File: src/rtl/pcss_pkg.sv
package pcss_pkg;

    // Block dimensions.
    localparam int CHANNELS    = 4;
    localparam int COUNT_BITS  = 24;
    localparam int CHAN_IDX_W  = (CHANNELS > 1) ? $clog2(CHANNELS) : 1;
    localparam int CODE_W      = 12;
    localparam int SQUARE_W    = 2 * CODE_W;
    localparam int SUM_W       = 36;
    localparam int SQ_SUM_W    = 48;
    localparam int OUT_COUNT_W = 24;
    localparam int CFG_INDEX_W = 2;
    localparam int CFG_DATA_W  = 16;

    localparam logic [CHAN_IDX_W-1:0] LAST_CHAN = CHAN_IDX_W'(CHANNELS - 1);

    // Operation codes.
    localparam logic OP_SAMPLE = 1'b0;
    localparam logic OP_REPORT = 1'b1;

    // Configuration register indexes.
    typedef enum logic [CFG_INDEX_W-1:0] {
        REG_OVER_LIMIT  = 2'd0,
        REG_UNDER_LIMIT = 2'd1,
        REG_TEMP_HIGH   = 2'd2,
        REG_TEMP_LOW    = 2'd3
    } cfg_reg_t;

    // One channel's statistics as held in the store.
    typedef struct packed {
        logic [COUNT_BITS-1:0] count;
        logic [SUM_W-1:0]      sum;
        logic [SQ_SUM_W-1:0]   square_sum;
        logic [CODE_W-1:0]     min_code;
        logic [CODE_W-1:0]     max_code;
        logic [COUNT_BITS-1:0] over;
        logic [COUNT_BITS-1:0] under;
        logic [COUNT_BITS-1:0] fault;
    } stat_rec_t;

    localparam stat_rec_t RESET_REC = '{
        count:      '0,
        sum:        '0,
        square_sum: '0,
        min_code:   '1,
        max_code:   '0,
        over:       '0,
        under:      '0,
        fault:      '0
    };

    // Store read and write requests.
    typedef struct packed {
        logic [CHAN_IDX_W-1:0] addr;
    } store_rd_t;

    typedef struct packed {
        logic                  we;
        logic [CHAN_IDX_W-1:0] addr;
        stat_rec_t             data;
        logic                  set_valid;
    } store_wr_t;

    // Saturating increment of a counter.
    function automatic logic [COUNT_BITS-1:0] sat_inc(input logic [COUNT_BITS-1:0] v);
        logic [COUNT_BITS-1:0] r;
        r = (v == '1) ? v : v + COUNT_BITS'(1);
        return r;
    endfunction

    // A counter reported on the 24-bit output fields.
    function automatic logic [OUT_COUNT_W-1:0] to_out_count(input logic [COUNT_BITS-1:0] v);
        logic [31:0] w;
        w = 32'(v);
        return w[OUT_COUNT_W-1:0];
    endfunction

endpackage

File: src/rtl/pcss_in_if.sv
interface pcss_in_if;
    logic               valid;
    logic               ready;
    logic               opcode;
    logic [7:0]         channel;
    logic [11:0]        raw_code;
    logic [7:0]         status_bits;
    logic [31:0]        seq_number;
    logic signed [15:0] temperature;

    modport source (
        output valid, opcode, channel, raw_code, status_bits, seq_number, temperature,
        input  ready
    );

    modport sink (
        input  valid, opcode, channel, raw_code, status_bits, seq_number, temperature,
        output ready
    );
endinterface

File: src/rtl/pcss_out_if.sv
interface pcss_out_if;
    logic        valid;
    logic        ready;
    logic [1:0]  channel_index;
    logic [23:0] sample_count;
    logic [35:0] code_sum;
    logic [47:0] code_square_sum;
    logic [11:0] min_code;
    logic [11:0] max_code;
    logic [23:0] over_count;
    logic [23:0] under_count;
    logic [23:0] fault_count;
    logic [23:0] gap_count;
    logic [23:0] anomaly_count;
    logic        last;

    modport source (
        output valid, channel_index, sample_count, code_sum, code_square_sum, min_code,
               max_code, over_count, under_count, fault_count, gap_count, anomaly_count,
               last,
        input  ready
    );

    modport sink (
        input  valid, channel_index, sample_count, code_sum, code_square_sum, min_code,
               max_code, over_count, under_count, fault_count, gap_count, anomaly_count,
               last,
        output ready
    );
endinterface

File: src/rtl/per_channel_sample_statistics.sv
// Samples: one transfer per cycle unless a report is in progress; a sample produces
// no result. Report: once accepted, the store is swept one channel per cycle unless the
// output stalls, and the input is held off during the sweep; each channel passes the
// update stage and then the output register, and the results follow at the same rate.
// Reset clears the statistics (per-entry valid bits) and loads the default limits.
module per_channel_sample_statistics (
    input  logic                              clk,
    input  logic                              rst_n,
    input  logic                              cfg_write,
    input  logic [pcss_pkg::CFG_INDEX_W-1:0]  cfg_index,
    input  logic [pcss_pkg::CFG_DATA_W-1:0]   cfg_data,
    pcss_in_if.sink                           sample_in,
    pcss_out_if.source                        report_out
);
    import pcss_pkg::*;

    typedef struct packed {
        logic [1:0]             channel_index;
        logic [OUT_COUNT_W-1:0] sample_count;
        logic [SUM_W-1:0]       code_sum;
        logic [SQ_SUM_W-1:0]    code_square_sum;
        logic [CODE_W-1:0]      min_code;
        logic [CODE_W-1:0]      max_code;
        logic [OUT_COUNT_W-1:0] over_count;
        logic [OUT_COUNT_W-1:0] under_count;
        logic [OUT_COUNT_W-1:0] fault_count;
        logic [OUT_COUNT_W-1:0] gap_count;
        logic [OUT_COUNT_W-1:0] anomaly_count;
        logic                   last;
    } out_item_t;

    // Configuration registers.
    logic [CODE_W-1:0]        over_limit_reg;
    logic [CODE_W-1:0]        under_limit_reg;
    logic signed [15:0]       temp_high_reg;
    logic signed [15:0]       temp_low_reg;

    // Report sweep.
    logic                     sweep_active_reg;
    logic [CHAN_IDX_W-1:0]    sweep_idx_reg;

    // Update stage.
    logic                     s1_valid_reg;
    logic                     s1_rep_reg;
    logic [CHAN_IDX_W-1:0]    s1_addr_reg;
    logic                     s1_in_range_reg;
    logic                     s1_last_reg;
    logic [CODE_W-1:0]        s1_code_reg;
    logic [SQUARE_W-1:0]      s1_square_reg;
    logic                     s1_fault_reg;
    logic [31:0]              s1_seq_reg;
    logic signed [15:0]       s1_temp_reg;

    // Global statistics.
    logic [31:0]              prev_seq_reg;
    logic                     have_prev_reg;
    logic [COUNT_BITS-1:0]    gap_reg;
    logic [COUNT_BITS-1:0]    anomaly_reg;

    // Output register.
    logic                     out_valid_reg;
    out_item_t                out_item_reg;

    logic                     s1_go;
    logic                     in_xfer;
    logic                     issue_sample;
    logic                     issue_sweep;
    logic                     sample_go;
    logic                     report_go;
    logic [SQUARE_W-1:0]      square_in;
    store_rd_t                rd;
    store_wr_t                wr;
    stat_rec_t                cur_rec;
    stat_rec_t                upd_rec;

    // Handshake and stage control.
    always_comb
    begin
        s1_go           = !s1_valid_reg || !s1_rep_reg || !out_valid_reg || report_out.ready;
        sample_in.ready = s1_go && !sweep_active_reg;
        in_xfer         = sample_in.valid && sample_in.ready;
        issue_sample    = in_xfer && (sample_in.opcode == OP_SAMPLE);
        issue_sweep     = s1_go && sweep_active_reg;
        sample_go       = s1_valid_reg && !s1_rep_reg && s1_go;
        report_go       = s1_valid_reg && s1_rep_reg && s1_go;
        square_in       = SQUARE_W'(sample_in.raw_code) * SQUARE_W'(sample_in.raw_code);
        rd.addr         = sweep_active_reg ? sweep_idx_reg
                                           : sample_in.channel[CHAN_IDX_W-1:0];
        wr.we           = s1_valid_reg && s1_go && (s1_rep_reg || s1_in_range_reg);
        wr.addr         = s1_addr_reg;
        wr.data         = s1_rep_reg ? RESET_REC : upd_rec;
        wr.set_valid    = !s1_rep_reg;
    end

    pcss_store u_store (
        .clk     (clk),
        .rst_n   (rst_n),
        .advance (s1_go),
        .rd      (rd),
        .wr      (wr),
        .rec     (cur_rec)
    );

    pcss_update u_update (
        .rec_in      (cur_rec),
        .code        (s1_code_reg),
        .square      (s1_square_reg),
        .fault       (s1_fault_reg),
        .over_limit  (over_limit_reg),
        .under_limit (under_limit_reg),
        .rec_out     (upd_rec)
    );

    // Configuration write decoder.
    always_ff @(posedge clk or negedge rst_n)
    begin
        if (!rst_n)
        begin
            over_limit_reg  <= 12'd3722;
            under_limit_reg <= 12'd373;
            temp_high_reg   <= 16'sd500;
            temp_low_reg    <= 16'sd100;
        end
        else if (cfg_write)
        begin
            unique case (cfg_reg_t'(cfg_index))
                REG_OVER_LIMIT:  over_limit_reg  <= cfg_data[CODE_W-1:0];
                REG_UNDER_LIMIT: under_limit_reg <= cfg_data[CODE_W-1:0];
                REG_TEMP_HIGH:   temp_high_reg   <= signed'(cfg_data);
                REG_TEMP_LOW:    temp_low_reg    <= signed'(cfg_data);
                default:         ;
            endcase
        end
    end

    // Stage control, sweep, global counters and output valid.
    always_ff @(posedge clk or negedge rst_n)
    begin
        if (!rst_n)
        begin
            sweep_active_reg <= 1'b0;
            sweep_idx_reg    <= '0;
            s1_valid_reg     <= 1'b0;
            s1_rep_reg       <= 1'b0;
            prev_seq_reg     <= '0;
            have_prev_reg    <= 1'b0;
            gap_reg          <= '0;
            anomaly_reg      <= '0;
            out_valid_reg    <= 1'b0;
        end
        else
        begin
            if (in_xfer && (sample_in.opcode == OP_REPORT))
            begin
                sweep_active_reg <= 1'b1;
                sweep_idx_reg    <= '0;
            end
            else if (issue_sweep)
            begin
                if (sweep_idx_reg == LAST_CHAN)
                begin
                    sweep_active_reg <= 1'b0;
                end
                sweep_idx_reg <= sweep_idx_reg + CHAN_IDX_W'(1);
            end

            if (s1_go)
            begin
                s1_valid_reg <= issue_sample || issue_sweep;
                s1_rep_reg   <= issue_sweep;
            end

            // Every sample takes part in the gap and temperature checks.
            if (sample_go)
            begin
                if (have_prev_reg && (s1_seq_reg != prev_seq_reg + 32'd1))
                begin
                    gap_reg <= sat_inc(gap_reg);
                end
                if ((s1_temp_reg > temp_high_reg) || (s1_temp_reg < temp_low_reg))
                begin
                    anomaly_reg <= sat_inc(anomaly_reg);
                end
                prev_seq_reg  <= s1_seq_reg;
                have_prev_reg <= 1'b1;
            end
            else if (report_go && s1_last_reg)
            begin
                prev_seq_reg  <= '0;
                have_prev_reg <= 1'b0;
                gap_reg       <= '0;
                anomaly_reg   <= '0;
            end

            if (report_go)
            begin
                out_valid_reg <= 1'b1;
            end
            else if (report_out.ready)
            begin
                out_valid_reg <= 1'b0;
            end
        end
    end

    // Stage and output payload.
    always_ff @(posedge clk)
    begin
        if (s1_go)
        begin
            s1_addr_reg     <= rd.addr;
            s1_in_range_reg <= sample_in.channel < 8'(CHANNELS);
            s1_last_reg     <= sweep_idx_reg == LAST_CHAN;
            s1_code_reg     <= sample_in.raw_code;
            s1_square_reg   <= square_in;
            s1_fault_reg    <= sample_in.status_bits[0];
            s1_seq_reg      <= sample_in.seq_number;
            s1_temp_reg     <= sample_in.temperature;
        end
        if (report_go)
        begin
            out_item_reg.channel_index   <= 2'(s1_addr_reg);
            out_item_reg.sample_count    <= to_out_count(cur_rec.count);
            out_item_reg.code_sum        <= cur_rec.sum;
            out_item_reg.code_square_sum <= cur_rec.square_sum;
            out_item_reg.min_code        <= cur_rec.min_code;
            out_item_reg.max_code        <= cur_rec.max_code;
            out_item_reg.over_count      <= to_out_count(cur_rec.over);
            out_item_reg.under_count     <= to_out_count(cur_rec.under);
            out_item_reg.fault_count     <= to_out_count(cur_rec.fault);
            out_item_reg.gap_count       <= to_out_count(gap_reg);
            out_item_reg.anomaly_count   <= to_out_count(anomaly_reg);
            out_item_reg.last            <= s1_last_reg;
        end
    end

    // Output channel.
    assign report_out.valid           = out_valid_reg;
    assign report_out.channel_index   = out_item_reg.channel_index;
    assign report_out.sample_count    = out_item_reg.sample_count;
    assign report_out.code_sum        = out_item_reg.code_sum;
    assign report_out.code_square_sum = out_item_reg.code_square_sum;
    assign report_out.min_code        = out_item_reg.min_code;
    assign report_out.max_code        = out_item_reg.max_code;
    assign report_out.over_count      = out_item_reg.over_count;
    assign report_out.under_count     = out_item_reg.under_count;
    assign report_out.fault_count     = out_item_reg.fault_count;
    assign report_out.gap_count       = out_item_reg.gap_count;
    assign report_out.anomaly_count   = out_item_reg.anomaly_count;
    assign report_out.last            = out_item_reg.last;
endmodule

File: src/rtl/pcss_store.sv
module pcss_store (
    input  logic                 clk,
    input  logic                 rst_n,
    input  logic                 advance,
    input  pcss_pkg::store_rd_t  rd,
    input  pcss_pkg::store_wr_t  wr,
    output pcss_pkg::stat_rec_t  rec
);
    import pcss_pkg::*;

    stat_rec_t               mem [CHANNELS];
    logic [CHANNELS-1:0]     valid_reg;
    stat_rec_t               rd_data_reg;
    logic                    rd_valid_reg;
    logic                    fwd_hit_reg;
    stat_rec_t               fwd_data_reg;

    // Memory write port and registered read port.
    always_ff @(posedge clk)
    begin
        if (wr.we)
        begin
            mem[wr.addr] <= wr.data;
        end
        if (advance)
        begin
            rd_data_reg  <= mem[rd.addr];
            fwd_data_reg <= wr.data;
        end
    end

    // Entry valid bits and the bypass of a write that lands on the entry being read.
    always_ff @(posedge clk or negedge rst_n)
    begin
        if (!rst_n)
        begin
            valid_reg    <= '0;
            rd_valid_reg <= 1'b0;
            fwd_hit_reg  <= 1'b0;
        end
        else
        begin
            if (wr.we)
            begin
                valid_reg[wr.addr] <= wr.set_valid;
            end
            if (advance)
            begin
                rd_valid_reg <= valid_reg[rd.addr];
                fwd_hit_reg  <= wr.we && (wr.addr == rd.addr);
            end
        end
    end

    // An entry never written since reset or report reads as the reset record.
    always_comb
    begin
        if (fwd_hit_reg)
        begin
            rec = fwd_data_reg;
        end
        else if (rd_valid_reg)
        begin
            rec = rd_data_reg;
        end
        else
        begin
            rec = RESET_REC;
        end
    end
endmodule

File: src/rtl/pcss_update.sv
module pcss_update (
    input  pcss_pkg::stat_rec_t          rec_in,
    input  logic [pcss_pkg::CODE_W-1:0]  code,
    input  logic [pcss_pkg::SQUARE_W-1:0] square,
    input  logic                         fault,
    input  logic [pcss_pkg::CODE_W-1:0]  over_limit,
    input  logic [pcss_pkg::CODE_W-1:0]  under_limit,
    output pcss_pkg::stat_rec_t          rec_out
);
    import pcss_pkg::*;

    logic [SUM_W:0]    sum_wide;
    logic [SQ_SUM_W:0] sq_wide;

    // Accumulate one sample into a channel record, saturating every count and sum.
    always_comb
    begin
        sum_wide = {1'b0, rec_in.sum} + (SUM_W + 1)'(code);
        sq_wide  = {1'b0, rec_in.square_sum} + (SQ_SUM_W + 1)'(square);

        rec_out            = rec_in;
        rec_out.count      = sat_inc(rec_in.count);
        rec_out.sum        = sum_wide[SUM_W] ? '1 : sum_wide[SUM_W-1:0];
        rec_out.square_sum = sq_wide[SQ_SUM_W] ? '1 : sq_wide[SQ_SUM_W-1:0];
        if (code < rec_in.min_code)
        begin
            rec_out.min_code = code;
        end
        if (code > rec_in.max_code)
        begin
            rec_out.max_code = code;
        end
        if (code > over_limit)
        begin
            rec_out.over = sat_inc(rec_in.over);
        end
        if (code < under_limit)
        begin
            rec_out.under = sat_inc(rec_in.under);
        end
        if (fault)
        begin
            rec_out.fault = sat_inc(rec_in.fault);
        end
    end
endmodule

File: src/flat_wrapper.sv
// flat-port wrapper written by rule: the top's interface ports become plain ports
module per_channel_sample_statistics_flat import pcss_pkg::*;
  (clk, rst_n, cfg_write, cfg_index, cfg_data, sample_in_valid, sample_in_opcode, sample_in_channel, sample_in_raw_code, sample_in_status_bits, sample_in_seq_number, sample_in_temperature, sample_in_ready, report_out_valid, report_out_channel_index, report_out_sample_count, report_out_code_sum, report_out_code_square_sum, report_out_min_code, report_out_max_code, report_out_over_count, report_out_under_count, report_out_fault_count, report_out_gap_count, report_out_anomaly_count, report_out_last, report_out_ready);
  pcss_in_if sample_in_i ();
  pcss_out_if report_out_i ();
  input  logic clk;
  input  logic rst_n;
  input  logic cfg_write;
  input  logic [pcss_pkg::CFG_INDEX_W-1:0] cfg_index;
  input  logic [pcss_pkg::CFG_DATA_W-1:0] cfg_data;
  input wire logic [$bits(sample_in_i.valid)-1:0] sample_in_valid;
  input wire logic [$bits(sample_in_i.opcode)-1:0] sample_in_opcode;
  input wire logic [$bits(sample_in_i.channel)-1:0] sample_in_channel;
  input wire logic [$bits(sample_in_i.raw_code)-1:0] sample_in_raw_code;
  input wire logic [$bits(sample_in_i.status_bits)-1:0] sample_in_status_bits;
  input wire logic [$bits(sample_in_i.seq_number)-1:0] sample_in_seq_number;
  input wire logic [$bits(sample_in_i.temperature)-1:0] sample_in_temperature;
  output wire logic [$bits(sample_in_i.ready)-1:0] sample_in_ready;
  output wire logic [$bits(report_out_i.valid)-1:0] report_out_valid;
  output wire logic [$bits(report_out_i.channel_index)-1:0] report_out_channel_index;
  output wire logic [$bits(report_out_i.sample_count)-1:0] report_out_sample_count;
  output wire logic [$bits(report_out_i.code_sum)-1:0] report_out_code_sum;
  output wire logic [$bits(report_out_i.code_square_sum)-1:0] report_out_code_square_sum;
  output wire logic [$bits(report_out_i.min_code)-1:0] report_out_min_code;
  output wire logic [$bits(report_out_i.max_code)-1:0] report_out_max_code;
  output wire logic [$bits(report_out_i.over_count)-1:0] report_out_over_count;
  output wire logic [$bits(report_out_i.under_count)-1:0] report_out_under_count;
  output wire logic [$bits(report_out_i.fault_count)-1:0] report_out_fault_count;
  output wire logic [$bits(report_out_i.gap_count)-1:0] report_out_gap_count;
  output wire logic [$bits(report_out_i.anomaly_count)-1:0] report_out_anomaly_count;
  output wire logic [$bits(report_out_i.last)-1:0] report_out_last;
  input wire logic [$bits(report_out_i.ready)-1:0] report_out_ready;
  assign sample_in_i.valid = sample_in_valid;
  assign sample_in_i.opcode = sample_in_opcode;
  assign sample_in_i.channel = sample_in_channel;
  assign sample_in_i.raw_code = sample_in_raw_code;
  assign sample_in_i.status_bits = sample_in_status_bits;
  assign sample_in_i.seq_number = sample_in_seq_number;
  assign sample_in_i.temperature = sample_in_temperature;
  assign sample_in_ready = sample_in_i.ready;
  assign report_out_valid = report_out_i.valid;
  assign report_out_channel_index = report_out_i.channel_index;
  assign report_out_sample_count = report_out_i.sample_count;
  assign report_out_code_sum = report_out_i.code_sum;
  assign report_out_code_square_sum = report_out_i.code_square_sum;
  assign report_out_min_code = report_out_i.min_code;
  assign report_out_max_code = report_out_i.max_code;
  assign report_out_over_count = report_out_i.over_count;
  assign report_out_under_count = report_out_i.under_count;
  assign report_out_fault_count = report_out_i.fault_count;
  assign report_out_gap_count = report_out_i.gap_count;
  assign report_out_anomaly_count = report_out_i.anomaly_count;
  assign report_out_last = report_out_i.last;
  assign report_out_i.ready = report_out_ready;
  per_channel_sample_statistics u_core (.clk(clk), .rst_n(rst_n), .cfg_write(cfg_write), .cfg_index(cfg_index), .cfg_data(cfg_data), .sample_in(sample_in_i), .report_out(report_out_i));
endmodule
File: config.mk
export PLATFORM = sky130hd
export DESIGN_NAME = per_channel_sample_statistics_flat
export DESIGN_NICKNAME = d
export VERILOG_FILES = /design/src/rtl/pcss_pkg.sv /design/src/rtl/pcss_in_if.sv /design/src/rtl/pcss_out_if.sv /design/src/rtl/per_channel_sample_statistics.sv /design/src/rtl/pcss_store.sv /design/src/rtl/pcss_update.sv /design/src/flat_wrapper.sv
export SDC_FILE = /design/constraint.sdc
export NUM_CORES = 2
export LEC_CHECK = 0
export BUFFER_PORTS_ARGS = -buffer_cell sky130_fd_sc_hd__buf_4
export CAP_MARGIN = 5
export CELL_PAD_IN_SITES_DETAIL_PLACEMENT = 1
export CELL_PAD_IN_SITES_GLOBAL_PLACEMENT = 1
export CORE_AREA = 2 2 467 469
export DETAILED_ROUTE_END_ITERATION = 8
export DIE_AREA = 0 0 469 471
export GPL_TIMING_DRIVEN = 0
export PLACE_DENSITY_LB_ADDON = 0.1
export SETUP_SLACK_MARGIN = 0.3
export SYNTH_ARGS = -nofsm -noshare
export SYNTH_HDL_FRONTEND = slang
export SYNTH_SLANG_ARGS = --single-unit
File: constraint.sdc
create_clock -name clk -period 37.5 [get_ports clk]
set_clock_uncertainty 0.2 [all_clocks]
set_input_delay 7.5 -clock clk [delete_from_list [all_inputs] [get_ports clk]]
set_output_delay 7.5 -clock clk [all_outputs]
set_load 0.02 [all_outputs]
# Yosys cells after proc, flatten, opt, wreduce, memory -nomap -nowiden
# Memories as Yosys holds them, arrays and structs flattened. A register that Yosys moved wholly into a read port is not among the register bits.
# Index checks and enable logic that the tools add are counted.
totals:
  ramBits: 816
  input_bits: 100
  romBits: 0
  latch_bits: 0
  output_inout_bits: 257
  wordCells: 160
  register_bits: 697
  mem_count: 1
classes:
  n_mux: 40
  n_addsub: 10
  n_reduce_logical: 37
  bitwise_logic: 1
  n_lt_le_gt_ge: 10
  n_mul: 1
  n_eq_ne: 16
  div: 0
  shifts: 0
memory_table:
  columns: ["name", "depth", "width", "rd", "rd_ports_with_merged_regs", "wr", "line_no", "rtl"]
  rows:
  - ["u_core.u_store.mem", 4, 204, 1, 1, 1, "pcss_store.sv:11", "stat_rec_t mem [CHANNELS];"]
ops:
  columns: ["operator", "n"]
  rows:
  - ["204-bit two-way mux", 3]
  - ["24-bit two-way mux", 14]
  - ["24-bit by 1-bit adder with 24-bit output, second input constant", 6]
  - ["24-bit equality test, second input constant", 6]
  - ["32-bit two-way mux", 2]
  - ["48-bit by 24-bit adder with 49-bit output", 1]
  - ["48-bit two-way mux", 1]
  - ["36-bit by 12-bit adder with 37-bit output", 1]
  - ["36-bit two-way mux", 1]
  - ["32-bit by 1-bit adder with 32-bit output, second input constant", 1]
  - ["32-bit != test", 1]
  - ["12-bit greater-than comparator", 2]
  - ["12-bit less-than comparator", 2]
  - ["12-bit by 12-bit multiplier with 24-bit output", 1]
  - ["12-bit two-way mux", 2]
  - ["16-bit greater-than comparator", 1]
  - ["16-bit less-than comparator", 1]
  - ["1-bit logical AND", 15]
  - ["1-bit two-way mux", 11]
  - ["2-bit AND reduction", 5]
  - ["8-bit by 3-bit less-than comparator with 1-bit output, second input constant", 1]
  - ["2-bit != test, second input constant", 4]
  - ["2-bit nonzero test", 4]
  - ["2-bit equality test, second input constant", 3]
  - ["14 further kinds", 26]

# Longest topological paths before layout
depth:
  ltp_word: 9
  depth_mapped: 24
  mapped_depth_nobuf: 22

# Modules after synthesis
# Synthesis repeated with hierarchy kept, for this count alone.
hier_totals:
  hier_cells: 4644
  area_unflattened_um2: 74539.0
modules_own_cells:
  columns: ["mod", "seq_area_each_um2", "n_inst", "cells_per_inst", "area_each_um2"]
  rows:
  - ["pcss_store", 36905.4, 1, 1753, 43983.4]
  - ["per_channel_sample_statistics", 13874.6, 1, 1954, 24164.4]
  - ["pcss_update", 0.0, 1, 937, 6391.1]

# Worst setup path after synthesis
# No wires, ideal clock.
synth_path:
  path_kind: "input-to-reg"
  startpoint: "input report_out_ready"
  endpoint: "register u_core.u_store.valid_reg[1]"
  slack_ns: 1.170
  cell_stages: 5
  setup_ns: 0.142
  required_ns: 37.158
  t_arrival_ns: 35.988
  n_path_buf: 0
  cell_sequence: "nor2b_1 > nor2_1 > a21oi_1 > nor3b_1 > mux2_2"
synth_between:
  elab_chain_cells: 3
synth_rtl:
  columns: ["element", "line_no", "rtl"]
  rows:
  - ["start, declared", "flat_wrapper.sv:32", "input wire logic [$bits(report_out_i.ready)-1:0] report_out_ready;"]
  - ["1-bit logical OR", "per_channel_sample_statistics.sv:79", "s1_go = !s1_valid_reg || !s1_rep_reg || !out_valid_reg || report_out.ready;"]
  - ["1-bit logical AND (2 in a row)", "per_channel_sample_statistics.sv:89", "wr.we = s1_valid_reg && s1_go && (s1_rep_reg || s1_in_range_reg);"]
  - ["end signal, assigned by index", "pcss_store.sv:45", "valid_reg[wr.addr] <= wr.set_valid;"]
  - ["end, declared", "pcss_store.sv:12", "logic [CHANNELS-1:0] valid_reg;"]
# Every way passes these cells.
# A chain may end at the register's enable or synchronous reset.

# Final worst setup path
layout_path:
  startpoint: "input report_out_ready"
  endpoint: "output sample_in_ready"
layout_between:
  elab_chain_cells: 2
layout_rtl:
  columns: ["element", "line_no", "rtl"]
  rows:
  - ["1-bit logical OR", "per_channel_sample_statistics.sv:79", null]
  - ["1-bit logical AND", "per_channel_sample_statistics.sv:80", "sample_in.ready = s1_go && !sweep_active_reg;"]
  - ["end, declared", "flat_wrapper.sv:18", "output wire logic [$bits(sample_in_i.ready)-1:0] sample_in_ready;"]
# Every way passes these cells.

==> run summary <==
Status = completed
Nets = 6836
Share of cells above drive strength 1 = 0.131
Clock root buffer = clkbuf_16
Hold EP = u_core.report_out.anomaly_count[18]
CTS resizes = 0
Die Area = 221000 um2
Tot Pwr = 0.00865 W
Area of the mapped netlist = 75300 um2
Final setup viols = 0
Post-Synthesis Cells = 5839
Core area = 216000 um2
Crit Path Class = in2out
Setup TNS = 0 ns
Worst R2R Path Depth = 22
Routed wire length = 254000 um
Worst-skew pair later-pin latency = 0.85 ns
WL/cell = 26.8 um
Buffers & Inverters on Critical Path = 3
Most common cell in the netlist = edfxtp_1
Total number of vias = 50.5k
Chip width = 469 um
Final hold violation count = 0
Most frequent CP cell = buf_4
Initial antenna violation count = 24
HPWL Detailed = 176000 um
Max-slew headroom = 0.0200
WP data arrival = 9.18 ns
PwrDens = 97.0 nW/um2
Hold crit path type = reg2reg
Kind of end point of the critical path = output port
Top post-synthesis cells by count = edfxtp_1 (1566), nand2_1 (1158), inv_1 (302)
Vias in the first global route = 52.1k
Final period util = 0.450
Multi-input gate area = 22300 um2
WHS = 0.276 ns
Syn avg cell area = 12.9 um2
Post-synth EDFFs = 1566
Max-cap viol count = 0
Boundary Pins = 357
Antenna-violating nets left = 0
Global-route wire length before repair = 366000 um
Peak VDD IR = 55.6 uV
Synthesis Warnings = 0
Post-Syn Nets = 6200
Clk sinks = 1715
Die H = 471 um
Worst R2R Start = u_core.u_store.fwd_hit_reg
CTS tree = done
Critical path launch point type = input pin
CP required = 29.80 ns
CP top delay family = simple AND/OR/NAND/NOR gates
Leak = 34.1 nW
CTS Hold Bufs = 0
Starting Density = 0.348
Worst path max stage delay = 0.63 ns
Post-synth top area share = 0.625
Crit path max-delay cell type = nand3_4
Primary FF master, synth = edfxtp_1
Final design utilization = 0.412
CP cell instances = buf_4, nor2b_1, nand3_4, nand2b_1, inv_1, buf_4
Seq. cell area = 50800 um2
Post-DP Area = 83100 um2
Area leader, netlist = edfxtp_1
CTS buffer count = 194
CTS Buffer Depth = 3
Initial drt markers = 3693
Seq/Total Area, Yosys = 0.675
Vias per cell = 5.31
Final instance area = 89100 um2
Max reg flops = 816
Reg clk slew, reported paths = 0.05 ns
Worst-Margin Slew = 1.45 ns
Post-CTS setup buffers = 0
H-Tree Depth = 4
Reg-to-reg slack, setup = 25.89 ns
Rows = 171
DRT Pass-1 Iters = 7
# DRC = 0
Hold Path Depth = 0
Gr usage total = 0.227
Largest net degree at the start of global routing = 92
IO buf count = 349
RSZ-0062 raised after global routing = no
Synth-to-Final Area Change = 18.4%
Highest clock rate = 59.2 MHz
GP Congestion = 0.808
Period minus WS final = 16.88 ns
Yosys reg bits = 1715
Fillers = 22.5k
Synth area leaders = edfxtp_1 (62%), nand2_1 (5.8%), dfrtp_1 (4.3%)
GR Overflow Total = 0
Reg-to-Reg End = u_core.u_store.mem[1][107]
Crit Path Max Fanout = 38
Max-slew violations = 0
Hold Path Origin = u_core.anomaly_reg[18]
Post-synth cell types = 90
Post-synth ARST share = 0.0869
-- per-layer routing --
metal  vias up  routed length [um]  GRT usage
li1      22700                   -          -
met1     26200              116000      0.316
met2      1230              120000      0.372
met3       320               11900     0.0294
met4         0                6610     0.0640
met5         -                   0          0
-- logic make-up (layout without fill, tap and decap cells) --
| kind of cell | Yosys count | after routing | share of synthesized area |
|---|---|---|---|
| muxes | 78 | 78 | 0.0112 |
| adders and majority gates | 261 | 261 | 0.0517 |
| buffers and inverters | 587 | 1385 | 0.0301 |
| AOI/OAI and AO/OA | 922 | 922 | 0.0818 |
| other | 0 | 6 | 0 |
| and+or+nand+nor | 2113 | 2113 | 0.132 |
| xor gates and xnor gates | 163 | 163 | 0.0190 |
| DFF | 1715 | 1715 | 0.675 |
-- through the flow --
stage | instances | setup WS (ns)
floorplan | 5839 | 1.17
global placement | 9042 | -27.57
detailed placement | 9133 | 20.54
CTS | 9491 | 20.55
global route | 9493 | 20.39
finish | 9497 | 20.62
-- cell usage in the layout, fill, tap and decap left out, types with 107 or more instances in the layout --
| cell | instances |
|---|---|
| xnor2_1 | 118 |
| a21oi_1 | 164 |
| and3_1 | 260 |
| a22o_1 | 107 |
| clkbuf_16 | 196 |
| nand3_1 | 139 |
| clkbuf_1 | 268 |
| a31oi_1 | 233 |
| o21ai_0 | 135 |
| dfrtp_1 | 128 |
| nor2_1 | 159 |
| inv_1 | 301 |
| buf_4 | 352 |
| ha_1 | 178 |
| nand2_1 | 1158 |
| edfxtp_1 | 1566 |
-- worst max path at each step --
stage	end	cells after the start	startpoint	slack, ns
after global routing	sample_in_ready	6	report_out_ready	20.39
after global placement	u_core.u_store.valid_reg[1]	6	report_out_ready	-27.57
after CTS	sample_in_ready	6	report_out_ready	20.55
after floorplan	u_core.u_store.valid_reg[1]	5	report_out_ready	1.17
final	sample_in_ready	6	report_out_ready	20.62
after detailed placement	sample_in_ready	6	report_out_ready	20.54
-- area by class of cell --
cell class,instances,area share
sequential,1715,0.570
multi-input combinational,3537,0.250
clock buffer,248,0.0577
timing repair buffer,440,0.0462
tap,2854,0.0401
buffer,283,0.0129
inverter,304,0.0129
clock inverter,110,0.0101
antenna,6,0.000169
-- power by group --
| part | switching (W) | leakage, nW | total (W) | internal, W |
|---|---|---|---|---|
| clock network | 0.000809 | 2.95 | 0.00184 | 0.00103 |
| logic | 0.00235 | 13.9 | 0.00339 | 0.00104 |
| registers | 0.000289 | 17.2 | 0.00342 | 0.00313 |
(Power assumes the default switching activity.)
